## src/rc5rx_pkg.sv

```systemverilog
package rc5rx_pkg;

    localparam int INTERVAL_W = 16;
    localparam int CMD_W      = 6;
    localparam int ADDR_W     = 5;
    localparam int WORD_W     = CMD_W + ADDR_W + 1;
    localparam int CFG_IDX_W  = 2;
    localparam int CFG_DATA_W = 16;

    localparam logic [3:0] LAST_SAMPLE = 4'd13;

    localparam logic [INTERVAL_W-1:0] RST_INTERVAL = 16'd1778;
    localparam logic [CMD_W-1:0]      RST_CODE_A   = 6'd0;
    localparam logic [CMD_W-1:0]      RST_CODE_B   = 6'd1;
    localparam logic [CMD_W-1:0]      RST_CODE_C   = 6'd7;

    typedef enum logic [CFG_IDX_W-1:0] {
        CFG_SAMPLE_INTERVAL = 2'd0,
        CFG_CODE_A          = 2'd1,
        CFG_CODE_B          = 2'd2,
        CFG_CODE_C          = 2'd3
    } t_cfg_idx;

    typedef struct packed {
        logic              done;
        logic [WORD_W-1:0] word;
    } t_frame_evt;

    typedef struct packed {
        logic              frame_done;
        logic [CMD_W-1:0]  cmd_code;
        logic [ADDR_W-1:0] device_addr;
        logic              toggle_bit;
        logic              is_repeat;
        logic              out_a;
        logic              out_b;
        logic              out_c;
    } t_result;

endpackage

```

## src/rc5rx_frame.sv

```systemverilog
module rc5rx_frame
    import rc5rx_pkg::*;
(
    input  logic                  i_clk,
    input  logic                  i_rst_n,
    input  logic                  i_step,
    input  logic                  i_level,
    input  logic [INTERVAL_W-1:0] i_sample_interval,
    output t_frame_evt            o_evt
);

    logic                  r_busy, n_busy;
    logic                  r_prev, n_prev;
    logic [INTERVAL_W-1:0] r_tick, n_tick;
    logic [3:0]            r_sample_cnt, n_sample_cnt;
    logic [WORD_W-1:0]     r_shift, n_shift;
    logic [INTERVAL_W:0]   tick_inc;
    logic                  hit;

    assign tick_inc = {1'b0, r_tick} + {{INTERVAL_W{1'b0}}, 1'b1};
    assign hit      = tick_inc[INTERVAL_W] || (tick_inc[INTERVAL_W-1:0] >= i_sample_interval);

    always_comb begin
        n_busy       = r_busy;
        n_prev       = r_prev;
        n_tick       = r_tick;
        n_sample_cnt = r_sample_cnt;
        n_shift      = r_shift;
        o_evt.done   = 1'b0;
        o_evt.word   = r_shift;
        if (i_step) begin
            n_prev = i_level;
            if (!r_busy) begin
                if (r_prev && !i_level) begin
                    n_busy       = 1'b1;
                    n_shift      = {{(WORD_W-1){1'b0}}, 1'b1};
                    n_tick       = '0;
                    n_sample_cnt = '0;
                end
            end else if (hit) begin
                n_tick = '0;
                if (r_sample_cnt >= LAST_SAMPLE) begin
                    o_evt.done   = 1'b1;
                    n_busy       = 1'b0;
                    n_sample_cnt = '0;
                end else begin
                    n_shift      = {r_shift[WORD_W-2:0], ~i_level};
                    n_sample_cnt = r_sample_cnt + 4'd1;
                end
            end else begin
                n_tick = tick_inc[INTERVAL_W-1:0];
            end
        end
    end

    always_ff @(posedge i_clk) begin
        if (!i_rst_n) begin
            r_busy       <= 1'b0;
            r_prev       <= 1'b1;
            r_tick       <= '0;
            r_sample_cnt <= '0;
            r_shift      <= '0;
        end else begin
            r_busy       <= n_busy;
            r_prev       <= n_prev;
            r_tick       <= n_tick;
            r_sample_cnt <= n_sample_cnt;
            r_shift      <= n_shift;
        end
    end

    a_count_bound: assert property (@(posedge i_clk) disable iff (!i_rst_n)
        r_sample_cnt <= LAST_SAMPLE)
        else $error("sample count beyond frame length");

    a_idle_count_clear: assert property (@(posedge i_clk) disable iff (!i_rst_n)
        !r_busy |-> r_sample_cnt == '0)
        else $error("sample count not cleared while idle");

    a_done_when_busy: assert property (@(posedge i_clk) disable iff (!i_rst_n)
        o_evt.done |-> r_busy && i_step)
        else $error("frame end outside a frame");

endmodule

```

## src/rc5rx_decode.sv

```systemverilog
module rc5rx_decode
    import rc5rx_pkg::*;
(
    input  logic             i_clk,
    input  logic             i_rst_n,
    input  logic             i_step,
    input  t_frame_evt       i_evt,
    input  logic [CMD_W-1:0] i_code_a,
    input  logic [CMD_W-1:0] i_code_b,
    input  logic [CMD_W-1:0] i_code_c,
    output t_result          o_result
);

    logic [CMD_W-1:0]  r_last_cmd, n_last_cmd;
    logic              r_last_tog, n_last_tog;
    logic [CMD_W-1:0]  r_cmd, n_cmd;
    logic [ADDR_W-1:0] r_addr, n_addr;
    logic              r_tog, n_tog;
    logic              r_rep, n_rep;
    logic [2:0]        r_levels, n_levels;
    logic [CMD_W-1:0]  cmd;
    logic [ADDR_W-1:0] addr;
    logic              tog;
    logic              rep;
    logic              decode;

    assign cmd    = i_evt.word[CMD_W-1:0];
    assign addr   = i_evt.word[CMD_W+ADDR_W-1:CMD_W];
    assign tog    = i_evt.word[WORD_W-1];
    assign rep    = (cmd == r_last_cmd) && (tog == r_last_tog);
    assign decode = i_step && i_evt.done;

    always_comb begin
        n_last_cmd = r_last_cmd;
        n_last_tog = r_last_tog;
        n_cmd      = r_cmd;
        n_addr     = r_addr;
        n_tog      = r_tog;
        n_rep      = r_rep;
        n_levels   = r_levels;
        if (decode) begin
            n_cmd  = cmd;
            n_addr = addr;
            n_tog  = tog;
            n_rep  = rep;
            if (!rep) begin
                n_last_cmd = cmd;
                n_last_tog = tog;
                n_levels   = r_levels ^ {cmd == i_code_c, cmd == i_code_b, cmd == i_code_a};
            end
        end
    end

    always_comb begin
        o_result.frame_done  = decode;
        o_result.cmd_code    = n_cmd;
        o_result.device_addr = n_addr;
        o_result.toggle_bit  = n_tog;
        o_result.is_repeat   = n_rep;
        o_result.out_a       = n_levels[0];
        o_result.out_b       = n_levels[1];
        o_result.out_c       = n_levels[2];
    end

    always_ff @(posedge i_clk) begin
        if (!i_rst_n) begin
            r_last_cmd <= '0;
            r_last_tog <= 1'b0;
            r_cmd      <= '0;
            r_addr     <= '0;
            r_tog      <= 1'b0;
            r_rep      <= 1'b0;
            r_levels   <= 3'b011;
        end else begin
            r_last_cmd <= n_last_cmd;
            r_last_tog <= n_last_tog;
            r_cmd      <= n_cmd;
            r_addr     <= n_addr;
            r_tog      <= n_tog;
            r_rep      <= n_rep;
            r_levels   <= n_levels;
        end
    end

    a_fields_match_last: assert property (@(posedge i_clk) disable iff (!i_rst_n)
        r_cmd == r_last_cmd && r_tog == r_last_tog)
        else $error("decoded fields disagree with stored command");

    a_levels_hold: assert property (@(posedge i_clk) disable iff (!i_rst_n)
        !decode |=> $stable(r_levels))
        else $error("output levels changed without a decoded frame");

endmodule

```

## src/rc5_ir_frame_receiver_top.sv

```systemverilog
// RC5 infrared frame receiver. Each input transfer is one tick of the sampling
// clock carrying the raw active-low receiver level, and each one yields exactly one
// result transfer, in order. The block takes one transfer per cycle unless an unread
// result stalls it; each transfer is held in the input register, then updates the
// frame state and loads the result register. A falling edge while idle starts a
// frame, the line is sampled every sample_interval ticks, and after thirteen samples the
// next interval decodes command, address and toggle, marks repeats, and if not a repeat
// flips levels whose configured codes match. Configuration writes are meant for idle time.
module rc5_ir_frame_receiver_top
    import rc5rx_pkg::*;
(
    input  logic                  i_clk,
    input  logic                  i_rst_n,
    input  logic                  i_cfg_we,
    input  logic [CFG_IDX_W-1:0]  i_cfg_idx,
    input  logic [CFG_DATA_W-1:0] i_cfg_data,
    input  logic                  i_in_valid,
    output logic                  o_in_ready,
    input  logic                  i_ir_level,
    output logic                  o_out_valid,
    input  logic                  i_out_ready,
    output logic                  o_frame_done,
    output logic [CMD_W-1:0]      o_cmd_code,
    output logic [ADDR_W-1:0]     o_device_addr,
    output logic                  o_toggle_bit,
    output logic                  o_is_repeat,
    output logic                  o_out_a,
    output logic                  o_out_b,
    output logic                  o_out_c
);

    logic [INTERVAL_W-1:0] r_interval;
    logic [CMD_W-1:0]      r_code_a, r_code_b, r_code_c;
    logic                  r_in_valid;
    logic                  r_in_level;
    logic                  r_out_valid;
    t_result               r_out;
    t_result               n_result;
    t_frame_evt            evt;
    logic                  step;

    assign step       = r_in_valid && (!r_out_valid || i_out_ready);
    assign o_in_ready = !r_in_valid || step;

    always_ff @(posedge i_clk) begin
        if (!i_rst_n) begin
            r_interval <= RST_INTERVAL;
            r_code_a   <= RST_CODE_A;
            r_code_b   <= RST_CODE_B;
            r_code_c   <= RST_CODE_C;
        end else if (i_cfg_we) begin
            unique case (t_cfg_idx'(i_cfg_idx))
                CFG_SAMPLE_INTERVAL: r_interval <= i_cfg_data[INTERVAL_W-1:0];
                CFG_CODE_A:          r_code_a   <= i_cfg_data[CMD_W-1:0];
                CFG_CODE_B:          r_code_b   <= i_cfg_data[CMD_W-1:0];
                CFG_CODE_C:          r_code_c   <= i_cfg_data[CMD_W-1:0];
                default: begin
                end
            endcase
        end
    end

    always_ff @(posedge i_clk) begin
        if (!i_rst_n) begin
            r_in_valid <= 1'b0;
        end else if (o_in_ready) begin
            r_in_valid <= i_in_valid;
        end
    end

    always_ff @(posedge i_clk) begin
        if (o_in_ready && i_in_valid) begin
            r_in_level <= i_ir_level;
        end
    end

    rc5rx_frame u_frame (
        .i_clk             (i_clk),
        .i_rst_n           (i_rst_n),
        .i_step            (step),
        .i_level           (r_in_level),
        .i_sample_interval (r_interval),
        .o_evt             (evt)
    );

    rc5rx_decode u_decode (
        .i_clk    (i_clk),
        .i_rst_n  (i_rst_n),
        .i_step   (step),
        .i_evt    (evt),
        .i_code_a (r_code_a),
        .i_code_b (r_code_b),
        .i_code_c (r_code_c),
        .o_result (n_result)
    );

    always_ff @(posedge i_clk) begin
        if (!i_rst_n) begin
            r_out_valid <= 1'b0;
        end else if (step) begin
            r_out_valid <= 1'b1;
        end else if (i_out_ready) begin
            r_out_valid <= 1'b0;
        end
    end

    always_ff @(posedge i_clk) begin
        if (step) begin
            r_out <= n_result;
        end
    end

    assign o_out_valid   = r_out_valid;
    assign o_frame_done  = r_out.frame_done;
    assign o_cmd_code    = r_out.cmd_code;
    assign o_device_addr = r_out.device_addr;
    assign o_toggle_bit  = r_out.toggle_bit;
    assign o_is_repeat   = r_out.is_repeat;
    assign o_out_a       = r_out.out_a;
    assign o_out_b       = r_out.out_b;
    assign o_out_c       = r_out.out_c;

endmodule

```

## config.mk

```make
export PLATFORM = sky130hd
export DESIGN_NAME = rc5_ir_frame_receiver_top
export DESIGN_NICKNAME = d
export VERILOG_FILES = /design/src/rc5rx_pkg.sv /design/src/rc5rx_frame.sv /design/src/rc5rx_decode.sv /design/src/rc5_ir_frame_receiver_top.sv
export SDC_FILE = /design/constraint.sdc
export NUM_CORES = 1
export LEC_CHECK = 0
export ABC_AREA = 1
export BUFFER_PORTS_ARGS = -buffer_cell sky130_fd_sc_hd__buf_2
export CAP_MARGIN = 20
export CELL_PAD_IN_SITES_DETAIL_PLACEMENT = 1
export CELL_PAD_IN_SITES_GLOBAL_PLACEMENT = 2
export CORE_MARGIN = 10
export CORE_UTILIZATION = 33
export CTS_BUF_LIST = sky130_fd_sc_hd__clkbuf_8
export DETAILED_ROUTE_END_ITERATION = 8
export GPL_TIMING_DRIVEN = 0
export PLACE_DENSITY_LB_ADDON = 0.1
export SLEW_MARGIN = 0
export SYNTH_ARGS = -nofsm -noshare
export SYNTH_HDL_FRONTEND = slang
export SYNTH_SLANG_ARGS = --single-unit
```

## constraint.sdc

```tcl
create_clock -name i_clk -period 3 [get_ports i_clk]
set_input_delay 0.6 -clock i_clk [delete_from_list [all_inputs] [get_ports i_clk]]
set_output_delay 0.6 -clock i_clk [all_outputs]
set_load 0.005 [all_outputs]
```

Word level (Yosys, flattened, before mapping):

Index checks and enable logic that the tools add are counted.

* add/subtract/negate cells: 2
* magnitude comparators: 2
* equal/unequal tests: 10
* muxes and demuxes: 27
* bitwise gates (word level): 3
* reductions and logical operators: 22

Operators with widths (count)
* $mux W12: 4
* $mux W16: 3
* $eq A6 B6 Y1: 4
* $add A16 B1 Y17 const B: 1
* $ge A16 B16 Y1: 1
* $mux W4: 4
* $mux W1: 12
* $reduce_and A2 Y1: 6
* $mux W3: 2
* $mux W6: 1
* $logic_and A1 B1 Y1: 5
* $mux W5: 1
* $add A4 B1 Y4 const B: 1
* $eq A2 B2 Y1 const B: 2
* $ge A4 B4 Y1 const B: 1
* $ne A2 B2 Y1 const B: 2
* $reduce_and A4 Y1: 1
* $reduce_bool A2 Y1: 2
* $logic_not A1 Y1: 3
* $logic_or A1 B1 Y1: 3
* $reduce_and A3 Y1: 1
* $xor A3 B3 Y3: 1
* $eq A2 B1 Y1 const B: 1
* $logic_not A2 Y1: 1
* 2 further kinds: 3

* bits in registers: 111
* input bits: 24
* output and inout bits: 19
* word-level logic and storage cells: 93

Logic depth before layout (Yosys ltp):

* word-level depth: 8
* depth in mapped cells: 22
* gate-level depth less buffers: 22

Modules after synthesis:

A second synthesis with hierarchy kept.

* cell total of the unflattened synthesis: 818
* area total of the unflattened synthesis: 5870.6 um^2

Modules (own cells, without submodules)
* rc5rx_frame: instances 1, cells an instance 367, area an instance 2406.1 um^2, sequential area each 680.7 um^2
* rc5_ir_frame_receiver_top: instances 1, cells an instance 234, area an instance 2064.5 um^2, sequential area each 1261.2 um^2
* rc5rx_decode: instances 1, cells an instance 217, area an instance 1400.1 um^2, sequential area each 460.4 um^2

Worst setup path before layout:

OpenSTA, ideal clock, no wires.

* path kind: reg2reg
* start point: register u_frame.r_tick[0]
* end point: register r_out (netlist bit o_cmd_code[3]), data pin
* data arrival time: 2.566 ns
* data required time: 2.746 ns
* slack: 0.180 ns
* stages on the path, launching flop included: 22
* period minus slack after synthesis: 2.820 ns
* cell sequence: dfxtp_1 ha_1 nand2_1 nor3_1 nand2_1 nor3_1 xor2_1 inv_1 ha_1 nand2_1 inv_1 nand2_1 nand2_1 nand2_1 nand2_1 nor2_2 nand2_4 nand3_4 inv_2 buf_6 nand2_1 nand2_1

RTL lines
* from (decl): line rc5rx_frame.sv:14 `logic [INTERVAL_W-1:0] r_tick, n_tick;`
* from (signal assigned): line rc5rx_frame.sv:66 `r_tick <= n_tick;`
* to (signal assigned): line rc5_ir_frame_receiver_top.sv:109 `r_out <= n_result;`
* to (decl): line rc5_ir_frame_receiver_top.sv:37 `t_result r_out;`

==> run_results.csv <==
group,metric,value,unit
drt,dr.pass1.iters,4,
layout,finish.instance_area,6910,um2
worst_setup_path,path_cells,"nand2_2 -> nor2_4 -> nand4_1 -> or2_1 -> o21ai_0 -> nand2_2 -> inv_1 -> ha_1 -> nand2_1 -> nand2_1 -> nand2_1 -> nand2_1 -> nand2_1 -> nand2_2 -> nor2_4 -> nand2_4 -> nand3_4 -> buf_12 -> inv_16 -> nand2_2 -> nand2_2",
layout,final_common_cell,"nand2_1",
worst_setup_path,crit_type,"reg2reg",
power_and_ir_drop,p_comb_share,13.0,%
global_routing,first_global_vias,4901,
logic_synthesis,synth_top_area_cell,"dfxtp_1",
worst_setup_path,cp_slowest_stage_delay,0.40,ns
logic_synthesis,synthArstFlopShare,0,%
layout,nNetsFinal,834,
floorplan,die_h,147,um
timing,hold_violations,0,
logic_synthesis,syn_inst,703,
worst_setup_path,rr_startpoint,"u_frame.r_tick[0]",
worst_setup_path,start_kind,"flip-flop",
floorplan,io_pins,43,
power_and_ir_drop,pwr-share-clk,31.5,%
timing,rsz0062_at_grt,"true",
drt,drt-initial-drc-count,142,
floorplan,start_util,33.7,%
timing,skew,0.00882,ns
power_and_ir_drop,internal-power,2.03,mW
place,placed_area,5810,um2
clocking,clkLatencyLatePin,0.40,ns
worst_setup_path,reg2reg_depth,21,
power_and_ir_drop,sequentialPowerShare,55.5,%
timing,whs,0.415,ns
clocking,cts_num_sinks,111,
power_and_ir_drop,max-vdd-ir-drop,0.221,mV
worst_setup_path,endpoint_kind,"flip-flop",
worst_setup_path,crit_fanout,14,
logic_synthesis,synthDistinctLibCells,34,
layout,drive_gt1_share,27.7,%
drt,wl_per_cell,15.6,um
worst_setup_path,rr_endpoint,"o_cmd_code[2]",
global_routing,track_usage,14.3,%
worst_setup_path,critical_path_depth,21,
flow_run,maxCapViolations,0,
place,gp_congestion,0.821,
power_and_ir_drop,switching_share,29.3,%
worst_setup_path,critPathBufInv,3,
logic_synthesis,synth_area,5330,um2
logic_synthesis,ys_ff_latch,111,
place,dp_hpwl,11500,um
layout,reg_top3,"r_interval: 16 flops, u_frame.r_tick: 16 flops, u_frame.r_shift: 12 flops",
logic_synthesis,synth_ff_type,"dfxtp_1",
layout,area_growth,29.7,%
clocking,cts_root_buffer,"clkbuf_8",
worst_setup_path,cpMaxStageDelayCell,"dfxtp_4",
clocking,clk_path_buf_depth,2,
worst_setup_path,rrSetupSlack,0.01,ns
clocking,numCtsBuffers,9,
drt,vias_per_cell,4.76,
power_and_ir_drop,p_sw,0.842,mW
timing,setup-violations-final,0,
timing,timing.fmax,0.335,GHz
worst_setup_path,crit_family,"simple AND/OR/NAND/NOR gates",
drt,vias,4811,
floorplan,rows,46,
logic_synthesis,avgSynthCellArea,7.58,um2
hold_path,hold_path.class,"in2reg",
hold_path,holdPathEnd,"r_interval[6]",
outcome,status,"finished clean",
logic_synthesis,synth_edf_count,18,
hold_path,whs_path_depth,3,
drt,drc,0,
timing,drv_slew,0,
timing,tightestPinTransition,0.898,ns
drt,drt_wl_total,15800,um
power_and_ir_drop,cellPowerDensity,415,nW/um2
global_routing,overflow,0,
timing,fin_crit_sh,99.6,%
logic_synthesis,yosysWarningCount,0,
place,port_buffers,42,
power_and_ir_drop,p_leak,3.09,nW
floorplan,die_area,21600,um2
clocking,clkTransAtPathRegs,0.12,ns
timing,max_slew_margin,40.1,%
floorplan,fp.coreArea,15800,um2
hold_path,hold_start,"i_cfg_data[6]",
clocking,ctsHtreeMaxLevel,3,
layout,diodes,0,
drt,ant_nets,0,
logic_synthesis,yosysTopAreaCellShare,34.9,%
global_routing,antenna_found_initial,0,
logic_synthesis,yosysSeqAreaShare,45.1,%
logic_synthesis,synth_nets,747,
worst_setup_path,required,3.17,ns
layout,most-common-layout-cells,"125 x nand2_1, 85 x dfxtp_1, 84 x inv_1",
global_routing,grt_first_pass_wirelength,25000,um
global_routing,grt_max_degree,21,
timing,period_needed,2.99,ns
floorplan,fp.dieW,147,um
worst_setup_path,worst_ep_arrival_time,3.16,ns
clocking,cts_tree,"built",
logic_synthesis,synth_area_leaders,"dfxtp_1 35%, nand2_1 12%, edfxtp_1 10%, inv_1 6.4%, nor2_1 5.1%",
==> synth_stat cells, types with 3 or more instances <==
cell and n:
a21oi_1 48, buf_2 12, clkbuf_1 14, dfxtp_1 93, edfxtp_1 18, ha_1 20
inv_1 91, nand2_1 173, nand3_1 16, nand3b_1 4, nand4_1 21, nor2_1 72
nor2_2 3, nor3_1 18, o211ai_1 8, o21ai_0 36, o21bai_1 6, or2_2 3
xnor2_1 6, xor2_1 24
==> kinds of logic after synthesis <==
family / synth area share (%)
AOI/OAI and AO/OA: 10.4
xor gates and xnor gates: 4.93
adders and majority gates: 4.70
buffers and inverters: 8.88
DFF: 45.1
and+or+nand+nor: 26.0
==> tightest hold or removal path, delay by kind of cell <==
family | cells | cell delay, ns
simple gates | 1 | 0.04
compound gates | 1 | 0.06
buf+inv | 1 | 0.07
==> stage by stage <==
step                power, mW  setup TNS, ns  setup slack [ns]  instances  util, %
floorplan                1.81              0             0.180        703        -
global placement         1.91         -35.30            -0.606        961     36.7
detailed placement       1.93         -36.21            -0.636        961     36.7
CTS                      2.87       -0.00318          -0.00318        992     39.5
global route             3.02         -10.52            -0.226       1011     43.7
finish                   2.87              0            0.0124       1011     43.7
==> layer usage <==
metal | wire length (um) | part of all wire, % | vias up | track usage, %
met5 | 0 | 0 | - | 0
met2 | 8290 | 52 | 46 | 25.3
met3 | 280 | 1.8 | 18 | 2.18
li1 | - | - | 2419 | -
met1 | 6930 | 44 | 2328 | 17.1
met4 | 302 | 1.9 | 0 | 5.25
==> power groups by stage <==
| stage | Clock [mW] | Combinational [mW] | Sequential [mW] |
|---|---|---|---|
| detailed placement | 0 | 0.298 | 1.63 |
| global route | 0.997 | 0.421 | 1.60 |
| floorplan | 0 | 0.190 | 1.62 |
| finish | 0.904 | 0.373 | 1.59 |
| CTS | 0.948 | 0.323 | 1.60 |
| global placement | 0 | 0.287 | 1.62 |
==> how the worst max path moves through the flow <==
stage	start	endpoint	slack [ns]
floorplan	u_frame.r_tick[0]	o_cmd_code[3]	0.18
global placement	u_frame.r_tick[0]	u_frame.r_shift[5]	-0.61
detailed placement	u_frame.r_tick[0]	u_frame.r_shift[2]	-0.64
CTS	u_frame.r_tick[1]	o_toggle_bit	-0.003
global route	u_frame.r_tick[2]	o_cmd_code[2]	-0.23
finish	u_frame.r_tick[0]	o_cmd_code[2]	0.01
==> area by class of cell <==
cell class | count | area [um2]
fill | 1940 | 8920
clock buffer | 9 | 124
multi-input combinational | 472 | 2930
inverter | 93 | 365
clock inverter | 7 | 61.3
timing repair buffer | 77 | 578
tap | 216 | 270
sequential | 111 | 2420
buffer | 26 | 155
==> what timing repair did <==
item,in CTS,in global routing
cloned,0,4
setup endpoints to repair,73,72
hold buffers,0,0
pin swaps,7,30
setup buffers,16,16
gates resized for setup,38,141
(Power assumes the default switching activity.)
